File: src/rtl/q24_8_fixed_point_alu_macros.svh
// assertion macros used by the q24.8 alu top level
`ifndef Q24_8_FIXED_POINT_ALU_MACROS_SVH
`define Q24_8_FIXED_POINT_ALU_MACROS_SVH

// same-cycle implication, disabled during reset
`define Q24_ASSERT_SAME(label, ante, cons, msg) \
  label: assert property (@(posedge clk) disable iff (rst) (ante) |-> (cons)) else $error(msg);

// next-cycle implication, disabled during reset
`define Q24_ASSERT_NEXT(label, ante, cons, msg) \
  label: assert property (@(posedge clk) disable iff (rst) (ante) |=> (cons)) else $error(msg);

`endif

File: src/rtl/q24alu_pkg.sv
// shared types, constants and saturation helper for the q24.8 alu
`default_nettype none

package q24alu_pkg;

  localparam int FRAC_BITS = 8;
  localparam int DATA_W    = 32;
  localparam int FUNC_W    = 4;

  // numerator of the divider: |a| shifted up by the fraction bits
  localparam int NUM_W      = DATA_W + FRAC_BITS;
  localparam int DIV_STEP   = 4;
  localparam int DIV_STAGES = (NUM_W + DIV_STEP - 1) / DIV_STEP;

  localparam int IN_FIELDS_W  = FUNC_W + 2 * DATA_W;
  localparam int IN_TDATA_W   = ((IN_FIELDS_W + 7) / 8) * 8;
  localparam int OUT_FIELDS_W = DATA_W + 2;
  localparam int OUT_TDATA_W  = ((OUT_FIELDS_W + 7) / 8) * 8;

  localparam logic signed [DATA_W-1:0] Q_MAX = 32'sh7FFF_FFFF;
  localparam logic signed [DATA_W-1:0] Q_MIN = 32'sh8000_0000;
  localparam logic [63:0] POS_LIM    = 64'h0000_0000_7FFF_FFFF;
  localparam logic [63:0] NEG_LIM    = 64'h0000_0000_8000_0000;
  localparam logic [63:0] ROUND_HALF = 64'd1 << (FRAC_BITS - 1);

  typedef enum logic [FUNC_W-1:0] {
    FN_ADD      = 4'd0,
    FN_SUB      = 4'd1,
    FN_MUL      = 4'd2,
    FN_DIV      = 4'd3,
    FN_GT       = 4'd4,
    FN_LT       = 4'd5,
    FN_GE       = 4'd6,
    FN_LE       = 4'd7,
    FN_EQ       = 4'd8,
    FN_NE       = 4'd9,
    FN_MIN      = 4'd10,
    FN_MAX      = 4'd11,
    FN_INC      = 4'd12,
    FN_DEC      = 4'd13,
    FN_FROM_INT = 4'd14,
    FN_TO_INT   = 4'd15
  } func_t;

  // item context that rides along the pipeline
  typedef struct packed {
    logic              is_mul;
    logic              is_div;
    logic              neg;
    logic              div0;
    logic [DATA_W-1:0] res;
    logic              cmp;
    logic              err;
  } ctl_t;

  typedef struct packed {
    logic [DATA_W-1:0] value;
    logic              err;
  } sat_t;

  // apply sign to a magnitude and clamp to the signed 32-bit range
  function automatic sat_t sat_mag(input logic [63:0] m, input logic neg);
    sat_t s;
    if (neg) begin
      if (m > NEG_LIM) begin
        s.value = Q_MIN;
        s.err   = 1'b1;
      end else begin
        s.value = DATA_W'(-m[DATA_W-1:0]);
        s.err   = 1'b0;
      end
    end else begin
      if (m > POS_LIM) begin
        s.value = Q_MAX;
        s.err   = 1'b1;
      end else begin
        s.value = m[DATA_W-1:0];
        s.err   = 1'b0;
      end
    end
    return s;
  endfunction

endpackage

`default_nettype wire

File: src/rtl/q24alu_back.sv
// divide rounding and saturation, final select and output register
`default_nettype none

module q24alu_back (
  input  wire logic                          clk,
  input  wire logic                          rst,
  input  wire logic                          adv,
  input  wire logic                          in_valid,
  input  wire q24alu_pkg::ctl_t              in_ctl,
  input  wire logic [q24alu_pkg::NUM_W-1:0]  quotient,
  input  wire logic [q24alu_pkg::DATA_W-1:0] remainder,
  input  wire logic [q24alu_pkg::DATA_W-1:0] divisor,
  output logic                               out_valid,
  output logic [q24alu_pkg::DATA_W-1:0]      result_value,
  output logic                               compare_true,
  output logic                               error_flag
);
  import q24alu_pkg::*;

  logic        round_up;
  logic [63:0] q_mag;
  sat_t        div_sat;
  sat_t        sel;

  // round half away from zero: bump when twice the remainder reaches the divisor
  assign round_up = {remainder, 1'b0} >= {1'b0, divisor};
  assign q_mag    = 64'(quotient) + 64'(round_up);
  assign div_sat  = sat_mag(q_mag, in_ctl.neg);

  always_comb begin
    if (!in_ctl.is_div) begin
      sel.value = in_ctl.res;
      sel.err   = in_ctl.err;
    end else if (in_ctl.div0) begin
      sel.value = '0;
      sel.err   = 1'b1;
    end else begin
      sel = div_sat;
    end
  end

  always_ff @(posedge clk) begin
    if (rst) begin
      out_valid <= 1'b0;
    end else if (adv) begin
      out_valid <= in_valid;
    end
  end

  always_ff @(posedge clk) begin
    if (adv) begin
      result_value <= sel.value;
      compare_true <= in_ctl.cmp;
      error_flag   <= sel.err;
    end
  end

endmodule

`default_nettype wire

File: config.mk
export PLATFORM = sky130hd
export DESIGN_NAME = q24alu_back
export DESIGN_NICKNAME = d
export VERILOG_FILES = /design/src/rtl/q24_8_fixed_point_alu_macros.svh /design/src/rtl/q24alu_pkg.sv /design/src/rtl/q24alu_back.sv
export SDC_FILE = /design/constraint.sdc
export NUM_CORES = 1
export LEC_CHECK = 0
export BUFFER_PORTS_ARGS = -buffer_cell sky130_fd_sc_hd__buf_2
export CAP_MARGIN = 20
export CELL_PAD_IN_SITES_DETAIL_PLACEMENT = 1
export CELL_PAD_IN_SITES_GLOBAL_PLACEMENT = 1
export CORE_UTILIZATION = 28
export DETAILED_ROUTE_END_ITERATION = 7
export GPL_TIMING_DRIVEN = 0
export PLACE_DENSITY_LB_ADDON = 0.1
export SLEW_MARGIN = 20
export SYNTH_ARGS = -nofsm -noshare
export SYNTH_HDL_FRONTEND = slang
export SYNTH_SLANG_ARGS = --single-unit
File: constraint.sdc
create_clock -name clk -period 6.5 [get_ports clk]
set_input_delay 1.3 -clock clk [delete_from_list [all_inputs] [get_ports clk]]
set_output_delay 1.3 -clock clk [all_outputs]
set_load 0.01 [all_outputs]
Word level (Yosys, flattened, before mapping)

Cells that the tools add are included.

Latch bits: 0
RAM bits: 0
ROM bits: 0
Memories: 0
Output and inout bits: 35
Word-level logic and storage cells: 14
Bits in registers: 35
Bits of input ports: 146

Divide/modulo/power cells: 0
Reduce and logical (&&, ||, !) cells: 0
Multiply operators: 0
Shifts and indexed selects: 0
Add/sub/neg operators: 2
Equality and inequality tests: 0
Order comparisons: 3
Mux-type cells: 5
Bitwise operators: 0

Operators by type and width:

| kind                 | number |
|---|---|
| $mux 33              | 5 |
| $add 40x1->41        | 1 |
| $gt 41x31->1 const B | 1 |
| $gt 41x32->1 const B | 1 |
| $ge 33x32->1         | 1 |
| $neg 32->32          | 1 |

Logic depth before layout (Yosys ltp)

Gate-level depths: netlist of run 1.

Depth after elaboration: 7
Depth in mapped cells: 24
Mapped depth without buffers: 24

Worst setup path before layout of run 1

No wires, ideal clock.

Kind: input port to flip-flop
Start: in divisor[1] in the netlist's numbering
End: reg result_value[10] in the netlist's numbering (data pin)
Setup slack: 0.973 ns
Arrival time: 5.395 ns
Data required time: 6.368 ns
Cell stages on the path: 23
Library setup time: 0.132 ns
Path through: inv_1 -> ha_1 -> nor2b_1 -> o21a_1 -> o21a_1 -> o21ai_0 -> nand2b_1 -> a21oi_1 -> nor2b_1 -> o21ai_0 -> a31oi_1 -> ha_1 -> ha_1 -> and3_1 -> clkbuf_1 -> or4_1 -> a21o_1 -> a2111oi_4 -> nand3_1 -> nor3_2 -> a21o_1 -> clkbuf_1 -> a22o_1

RTL lines:

| element              | line              | source |
|---|---|---|
| from (decl)          | q24alu_back.sv:12 | `input wire logic [q24alu_pkg::DATA_W-1:0] divisor,` |
| to (signal assigned) | q24alu_back.sv:52 | `result_value <= sel.value;` |
| to (decl)            | q24alu_back.sv:14 | `output logic [q24alu_pkg::DATA_W-1:0] result_value,` |

==> flow_summary.toml, run 1 <==
[die]
dieArea_sq_um = 17310
die_w_um = 131.6
num_rows = 47
io_pins = 181
die_h_um = 131.6
start_util = 0.2856
coreArea_sq_um = 16470

[layout]
drive_above_1_share = 0.2846
layout.cells.non_filler = 965
finalNetCount = 925
final_cell_mix = "buf_2 (183), inv_1 (39), nand2_1 (38), nand3_1 (37), ha_1 (35)"
diodes = 0
finalInstanceArea_sq_um = 5987
area_delta_synth_final_pct = 27.33
final_common_cell = "buf_2"

[grt]
grt_pass1_wl_um = 27150
grt_max_degree = 36
grt_pass1_vias = 5179
antenna_found_initial = 0
globalRouteTotalUtil = 0.1927
grt-ovfl-total = 0

[placed_design]
placed_area_sq_um = 5818
dp.cells = 957
gp_congestion = 0.8339
dp_hpwl_um = 14220
portBuffers = 168

[worst_setup_path]
rrSetupSlack_ns = 5.92
timing.rr.start = "out_valid"
slowest_delay_ns = 0.65
crit_buf_inv = 2
cp.arrival_ns = 6.20
r2r-end = "out_valid"
critical_path.startpoint = "remainder[0]"
r2r_cells = 2
crit_chain = "buf_2, ha_1, nor2b_1, o21a_1, o21a_1, o21ai_0, nand2b_1, a21oi_1, nor2b_1, o21ai_0, a31oi_1, ha_1, ha_1, buf_4, xor2_1, nor4_1, o2111ai_1, a211o_1, nor4_4, nor4b_2, xnor2_1, a22oi_1, a22o_1"
end_kind = "flip-flop"
cp.required_ns = 6.53
cpMostUsedCell = "ha_1"
critical_path_class = "input pin to flip-flop"
worst-path-max-fanout = 10
cp_top_family = "compound AO/OA/AOI/OAI gates"
crit_slowest_cell = "nor4_4"
cp-start-kind = "input pin"

[routing]
vias = 5032
vias_per_cell = 5.215
wire_per_inst_um = 17.32
finalWirelength_um = 16710
drt_pass1_iterations = 6
drtIter0Drc = 266
ant_nets = 0
drc = 2

[clocking]
worstSkewPairLatency_ns = 0.27
h-tree-depth = 2
ctsRootBufferMaster = "clkbuf_16"
holdBufCountCts = 0
cts_buffers = 5
cts_sinks = 35
tritoncts = "built"
clkTransAtPathRegs_ns = 0.05
cts_max_path_buffers = 2

[synthesis]
ys.flop_type = "edfxtp_1"
yosysWarnings = 0
synthArstFlopShare = 0
syn_area_sq_um = 4702
synth_seq_cells = 35
yosysSeqAreaShare = 0.2214
ys_types = 66
synthCells = 569
synth_edf_count = 34
syn_avg_cell_area_sq_um = 8.264
syn_nets = 750

[hold_path]
min_path_type = "flip-flop to flip-flop"
min_from = "out_valid"
hold_depth = 2
hold_path_end = "out_valid"

[outcome]
violations = "design-rule violations"
status = "finished, violations left"

[timing]
finalSetupViolations = 0
finalMaxSlewViolations = 0
hold_viol = 0
fin_crit_sh = 0.9486
whs_ns = 0.4959
period_minus_slack_ns = 6.166
fmax_ghz = 0.1622
slew_headroom = 0.3804
worst_pin_slew_ns = 0.9263
fin_skew_ns = 0

[power_and_ir_drop]
p_sw_frac = 0.3061
power.density_nw_per_um2 = 130.5
peakVddDrop_uv = 175.3
p_leak_uw = 0.002470
combPwrFrac = 0.351
pwr-share-clk = 0.296
seqPwrFrac = 0.353
power_uw = 781.3
p_sw_uw = 239.2
p_int_uw = 542.1

[run]
max_cap_violations = 0
[how the worst max path moves through the flow]
stage               depth (start not counted)  slack [ns]               end
finish                                     23        0.33  result_value[29]
global route                               21      -0.006  result_value[29]
CTS                                        21        0.16   result_value[9]
detailed placement                         21       -0.12   result_value[9]
global placement                           20        0.05   result_value[8]
floorplan                                  23        0.97  result_value[10]
[registers in the layout (all words and copies together), names as in the netlist]
register / cells
error_flag: 1
compare_true: 1
result_value: 32
out_valid: 1
[per-stage QoR]
stage / util / worst slack (ns) / TNS (ns)
6_report: 0.3636 / 0.3343 / 0
5_1_grt: 0.3636 / -0.006494 / -0.006494
4_1_cts: 0.3623 / 0.1585 / 0
3_5_place_dp: 0.3533 / -0.1167 / -2.228
3_3_place_gp: 0.3533 / 0.04933 / 0
2_1_floorplan: - / 0.9734 / 0
[layer usage]
layer  part of all wire  global-route usage  routed length (um)  vias to the layer above
met2               0.47              0.3313                7846                      156
li1                   -                   -                   -                     2515
met3              0.057             0.03781                 953                       17
met1               0.46              0.2446                7651                     2344
met5                  0                   0                   0                        -
met4              0.015             0.04910                 259                        0
[Yosys cell counts, types with 7 or more instances]
master    number  area share
inv_1         39       0.031
nand2_1       38       0.030
nand3_1       37       0.039
ha_1          35       0.093
edfxtp_1      34        0.22
xnor2_1       34       0.063
xor2_1        29       0.054
nor2_1        28       0.022
nand4_1       27       0.036
a22o_1        25       0.047
a22oi_1       21       0.034
a21oi_1       20       0.021
nor3_1        20       0.021
buf_2         15       0.016
nor4_1        13       0.017
a21o_1         9       0.014
clkbuf_1       9      0.0072
o21a_1         9       0.014
and4_1         8       0.015
or3_1          8       0.011
nor2b_1        7      0.0093
o21ai_0        7      0.0075
[tightest hold or removal path, stage by stage, from the launching register on]
cell	delay [ns]
dfxtp_1	0.32
mux2i_1	0.06
nor2_1	0.08
[cells by family after synthesis]
family / Yosys count / synth area share
multiplexers: 4 / 0.008781
XOR/XNOR: 63 / 0.1173
AO/OA/AOI/OAI: 133 / 0.2129
adder cells (fa/ha/maj): 35 / 0.09313
AND/OR/NAND/NOR: 225 / 0.2757
buffers and inverters: 74 / 0.07078
flip-flops: 35 / 0.2214
[cell type report]
class	instances	area [sq um]
Fill cell	2075	10480
Inverter	39	146.4
Tap cell	220	275.3
Timing Repair Buffer	168	840.8
Buffer	35	187.7
Clock inverter	1	5.005
Multi-Input combinational cell	460	3348
Sequential cell	35	1041
Clock buffer	7	142.6
[power groups by stage]
stage	clock [uW]	combinational, uW	sequential (uW)
after detailed placement	0	275	281
after global routing	245	305	278
after CTS	237	276	276
after global placement	0	265	280
after floorplan	0	143	293
final	231	274	276
[repair_timing]
| action | CTS | global route |
|---|---|---|
| setup endpoints to repair | 0 | 31 |
| resized for setup | 0 | 6 |
| buffers inserted | 0 | 0 |
Power figures use the tool's default switching activity.
==> run 2: changes to the inputs <==
--- a/config.mk
+++ b/config.mk
@@ -5,6 +5,7 @@
 export SDC_FILE = /design/constraint.sdc
 export NUM_CORES = 1
 export LEC_CHECK = 0
+export ABC_AREA = 1
 export BUFFER_PORTS_ARGS = -buffer_cell sky130_fd_sc_hd__buf_2
 export CAP_MARGIN = 20
 export CELL_PAD_IN_SITES_DETAIL_PLACEMENT = 1
==> run 2 against run 1 <==
Combinational power up 4%. Sequential share of layout area down 2.3 points. Critical endpoint is now result_value[24]. Non-clock buffer count down 7. The flow now finishes without violations. First-iteration DRC count up 11%. Highest routed layer unchanged. Synthesized cell count up 69%. Largest power group is now combinational cells. Critical path depth up 5. Synthesized area up 17%. Sequential power about the same.
==> flow_summary.toml, run 2 <==
[timing]
setup_slack_ns = 0.9287
fin_crit_sh = 0.8571
rsz0062_at_grt = "false"
period_minus_slack_ns = 5.571
finalMaxSlewViolations = 0
worst_pin_slew_ns = 0.8094
tns_ns = 0
finalSetupViolations = 0
hold_viol = 0
fmax_ghz = 0.1795
fin_skew_ns = 0
slew_headroom = 0.4584

[outcome]
status = "completed"

[worst_setup_path]
worst-path-max-fanout = 10
r2r_cells = 2
end_kind = "flip-flop"
cp.arrival_ns = 5.60
slowest_delay_ns = 0.35
r2r-end = "out_valid"
timing.rr.start = "out_valid"
crit_slowest_cell = "or3_1"
cp.required_ns = 6.53
cpMostUsedCell = "nand2_1"
rrSetupSlack_ns = 5.91
cp-start-kind = "input pin"
critical_path_class = "input pin to flip-flop"

[synthesis]
yosys.area.top_type = "nand2_1"
synthCells = 962
ys.flop_type = "edfxtp_1"
synth_edf_count = 34
ys_top_cells_by_area = "nand2_1 (23%), edfxtp_1 (18%), nand3_1 (9.6%)"
syn_nets = 1143
yosysWarnings = 0
synth_seq_cells = 35
synthArstFlopShare = 0
synth_top_cell_area_share = 0.2333
yosysMostFrequentCell = "nand2_1"
ys_top_cells_by_count = "nand2_1 (343), inv_1 (132), nor2_1 (129)"
yosysSeqAreaShare = 0.1886
ys_types = 45
syn_avg_cell_area_sq_um = 5.737
syn_area_sq_um = 5519

[die]
coreArea_sq_um = 19020
io_pins = 181
die_h_um = 142.4
num_rows = 50
start_util = 0.2902
die_w_um = 142.4
dieArea_sq_um = 20280

[grt]
grt_pass1_vias = 6515
globalRouteTotalUtil = 0.2054
grt-ovfl-total = 0
grt_pass1_wl_um = 32720
grt_max_degree = 36
antenna_found_initial = 0

[clocking]
worstSkewPairLatency_ns = 0.28
tritoncts = "built"
cts_setup_buffers = 0
h-tree-depth = 2
cts_buffers = 5
postCtsResizedCells = 0
cts_sinks = 35
cts_max_path_buffers = 2
ctsRootBufferMaster = "clkbuf_16"
holdBufCountCts = 0
clkTransAtPathRegs_ns = 0.05

[power_and_ir_drop]
p_sw_uw = 274.2
peakVddDrop_uv = 76.71
power.density_nw_per_um2 = 120.7
combPwrFrac = 0.344
pwr-share-clk = 0.326
seqPwrFrac = 0.330
p_leak_uw = 0.003606
p_sw_frac = 0.3289
p_int_uw = 559.3
power_uw = 833.5

[hold_path]
min_from = "out_valid"
hold_path_end = "out_valid"
min_path_type = "flip-flop to flip-flop"
hold_depth = 2

[placed_design]
dp.cells = 1400
pre_cts_ws_ns = 0.6015
dp_hpwl_um = 17980
gp_congestion = 0.8630
portBuffers = 178

[routing]
met1Wirelength_um = 9618
wl_met3_um = 760
drtIter0Drc = 295
drt_pass1_iterations = 4
drc = 0
met2WireLength_um = 9977
finalWirelength_um = 20580
ant_nets = 0
vias = 6502
routed.top_layer = "met4"
vias_per_cell = 4.618
wire_per_inst_um = 14.62

[layout]
regMostFlops = "result_value"
diodes = 0
layout.cells.non_filler = 1408
drive_above_1_share = 0.2143
largest_reg_flops = 32
area_delta_synth_final_pct = 25.10
final_cell_mix = "nand2_1 (343), buf_2 (180), inv_1 (132), nor2_1 (129), nand3_1 (106)"
final_common_cell = "nand2_1"
finalNetCount = 1328

[run]
max_cap_violations = 0
-- run 2: cell types whose count changed after synthesis, moves of 25 or more --
cell     change
nand2_1    +305
nor2_1     +101
inv_1       +93
nand3_1     +69
xnor2_1     -30
a22o_1      -25
-- run 2: per-stage QoR --
| stage | util | instance area (sq um) | hold WS [ns] |
|---|---|---|---|
| 6_report | 0.3630 | 6904 | 0.4942 |
| 5_1_grt | 0.3630 | 6904 | 0.5414 |
| 4_1_cts | 0.3630 | 6904 | 0.5041 |
| 3_5_place_dp | 0.3541 | 6735 | 0.4940 |
| 3_3_place_gp | 0.3541 | 6735 | 0.4755 |
| 2_1_floorplan | - | 5519 | 0.5279 |
-- run 2: kinds of logic after synthesis --
| family | Yosys count | share of synthesized area |
|---|---|---|
| and+or+nand+nor | 666 | 0.5412 |
| xor gates and xnor gates | 10 | 0.01587 |
| buffers and inverters | 153 | 0.1120 |
| muxes | 1 | 0.001814 |
| AOI/OAI and AO/OA | 62 | 0.06121 |
| DFF | 35 | 0.1886 |
| adders and majority gates | 35 | 0.07935 |
-- run 2: metal layers --
layer | GRT usage | vias up
met3 | 0.01480 | 17
met2 | 0.3762 | 137
met1 | 0.2627 | 2917
met5 | 0 | -
li1 | - | 3431
met4 | 0.03905 | 0
-- run 2: worst max-delay path by stage --
stage	startpoint	to	slack, ns
after global routing	divisor[16]	result_value[13]	0.38
after detailed placement	divisor[16]	result_value[24]	0.60
after CTS	divisor[16]	result_value[16]	0.87
final	divisor[16]	result_value[24]	0.93
after floorplan	divisor[16]	result_value[15]	1.77
after global placement	divisor[16]	result_value[24]	0.65
-- run 2: final cells by class --
| class | count | area (sq um) |
|---|---|---|
| Buffer | 18 | 111.4 |
| Clock buffer | 5 | 125.1 |
| Clock inverter | 3 | 43.79 |
| Fill cell | 2669 | 12110 |
| Inverter | 135 | 506.7 |
| Multi-Input combinational cell | 774 | 3860 |
| Sequential cell | 35 | 1041 |
| Tap cell | 260 | 325.3 |
| Timing Repair Buffer | 178 | 890.9 |
-- run 2: worst max-delay path, delay by kind of cell --
family | cells | cell delay, ns
compound gates | 1 | 0.26
simple gates | 20 | 2.88
buf+inv | 4 | 0.37
fa+ha+maj | 3 | 0.79
-- run 2: power by group through the flow --
stage / Clock [uW] / Sequential [uW] / Combinational [uW]
floorplan: 0 / 292 / 149
global placement: 0 / 280 / 285
detailed placement: 0 / 280 / 289
CTS: 278 / 276 / 290
global route: 284 / 277 / 327
finish: 272 / 275 / 286
==> run 3: changes to the inputs <==
--- a/config.mk
+++ b/config.mk
@@ -14,6 +14,7 @@
 export DETAILED_ROUTE_END_ITERATION = 7
 export GPL_TIMING_DRIVEN = 0
 export PLACE_DENSITY_LB_ADDON = 0.1
+export RECOVER_POWER = 25
 export SLEW_MARGIN = 20
 export SYNTH_ARGS = -nofsm -noshare
 export SYNTH_HDL_FRONTEND = slang
==> run 3 against run 2 <==
The run now ends with max-capacitance violations, max-slew violations left. Register-to-register slack about the same. First-iteration DRC count unchanged. Design area about the same. Clock power about the same. Clock skew unchanged. Highest routed layer unchanged.
==> flow_summary.toml, run 3 (synthesis gave the netlist of run 2 again) <==
[outcome]
status = "finished, violations left"
violations = "max-capacitance violations, max-slew violations"

[clocking]
cts_buffers = 5
holdBufCountCts = 0
tritoncts = "built"
h-tree-depth = 2
cts_setup_buffers = 0
postCtsResizedCells = 0
ctsRootBufferMaster = "clkbuf_16"
cts_max_path_buffers = 2
cts_sinks = 35
clkTransAtPathRegs_ns = 0.05
worstSkewPairLatency_ns = 0.28

[timing]
fin_crit_sh = 0.8577
worst_pin_slew_ns = 1.899
finalSetupViolations = 0
slew_headroom = -0.2661
rsz0062_at_grt = "false"
setup_slack_ns = 0.9249
hold_viol = 0
fin_skew_ns = 0
finalMaxSlewViolations = 36
tns_ns = 0
fmax_ghz = 0.1794
period_minus_slack_ns = 5.575

[grt]
grt-ovfl-total = 0
grt_max_degree = 36
antenna_found_initial = 0
grt_pass1_wl_um = 32720
grt_pass1_vias = 6515
globalRouteTotalUtil = 0.2054

[worst_setup_path]
slowest_delay_ns = 0.35
cp.arrival_ns = 5.60
crit_buf_inv = 4
cp-start-kind = "input pin"
critical_path_class = "input pin to flip-flop"
crit_slowest_cell = "or3_1"
end_kind = "flip-flop"
cp.required_ns = 6.53
cpMostUsedCell = "nand2_1"
worst-path-max-fanout = 10
cp_top_family = "simple AND/OR/NAND/NOR gates"

[placed_design]
dp.cells = 1400
pre_cts_ws_ns = 0.6015
dp_hpwl_um = 17980
portBuffers = 178
gp_congestion = 0.8630

[run]
max_cap_violations = 1

[layout]
drive_above_1_share = 0.2125
finish.utilization = 0.3629
largest_reg_flops = 32
diodes = 0
final_cell_mix = "nand2_1 (343), buf_2 (178), inv_1 (132), nor2_1 (129), nand3_1 (106)"
finalNetCount = 1328
layout.cells.non_filler = 1408
regMostFlops = "result_value"
area_delta_synth_final_pct = 25.05
final_common_cell = "nand2_1"

[power_and_ir_drop]
p_int_uw = 559.5
peakVddDrop_uv = 76.68
combPwrFrac = 0.343
seqPwrFrac = 0.330
p_leak_uw = 0.003599
pwr-share-clk = 0.327
power.density_nw_per_um2 = 120.9
p_sw_uw = 274.9
p_sw_frac = 0.3295

[routing]
ant_nets = 0
wire_per_inst_um = 14.63
drtIter0Drc = 295
drc = 0
finalWirelength_um = 20610
vias = 6529
drt_pass1_iterations = 6
vias_per_cell = 4.637

[die]
die_h_um = 142.4
dieArea_sq_um = 20280
num_rows = 50
start_util = 0.2902
die_w_um = 142.4
io_pins = 181
coreArea_sq_um = 19020

[hold_path]
min_path_type = "flip-flop to flip-flop"
run 3: per-layer routing:
layer / vias to the layer above / global-route usage / wire length (um)
met5: - / 0 / 0
met4: 0 / 0.03905 / 270
met3: 19 / 0.01480 / 830
met2: 153 / 0.3762 / 9948
met1: 2925 / 0.2627 / 9557
li1: 3432 / - / -
run 3: final timing paths:
path | startpoint | to | slack, ns | cells after the start
worst max-delay path | divisor[16] | result_value[9] | 0.92 | 28
worst max register to register | out_valid | out_valid | 5.90 | 2
worst min register to register | out_valid | out_valid | 0.50 | 2
worst min-delay path | out_valid | out_valid | 0.50 | 2
run 3: power groups by stage:
stage | Combinational (uW) | Clock, uW | Sequential (uW)
2_1_floorplan | 149 | 0 | 292
4_1_cts | 290 | 278 | 276
3_3_place_gp | 285 | 0 | 280
6_report | 286 | 273 | 276
3_5_place_dp | 289 | 0 | 280
5_1_grt | 327 | 284 | 278
run 3: area by class of cell:
class,instances,area [sq um]
Buffer,18,111.4
Clock buffer,5,125.1
Clock inverter,3,43.79
Fill cell,2670,12120
Inverter,135,506.7
Multi-Input combinational cell,774,3860
Sequential cell,35,1041
Tap cell,260,325.3
Timing Repair Buffer,178,888.4
run 3: worst reg2reg max path: stages (launching register included):
cell and delay (ns):
dfxtp_1 0.30, mux2i_1 0.12, nor2_1 0.06
run 3: through the flow:
step                hold WS (ns)  total power [uW]  cell area [sq um]
detailed placement        0.4940             569.0               6735
global placement          0.4755             564.5               6735
floorplan                 0.5279             441.5               5519
global route              0.5466             889.0               6902
finish                    0.4989             834.5               6902
CTS                       0.5041             843.7               6904
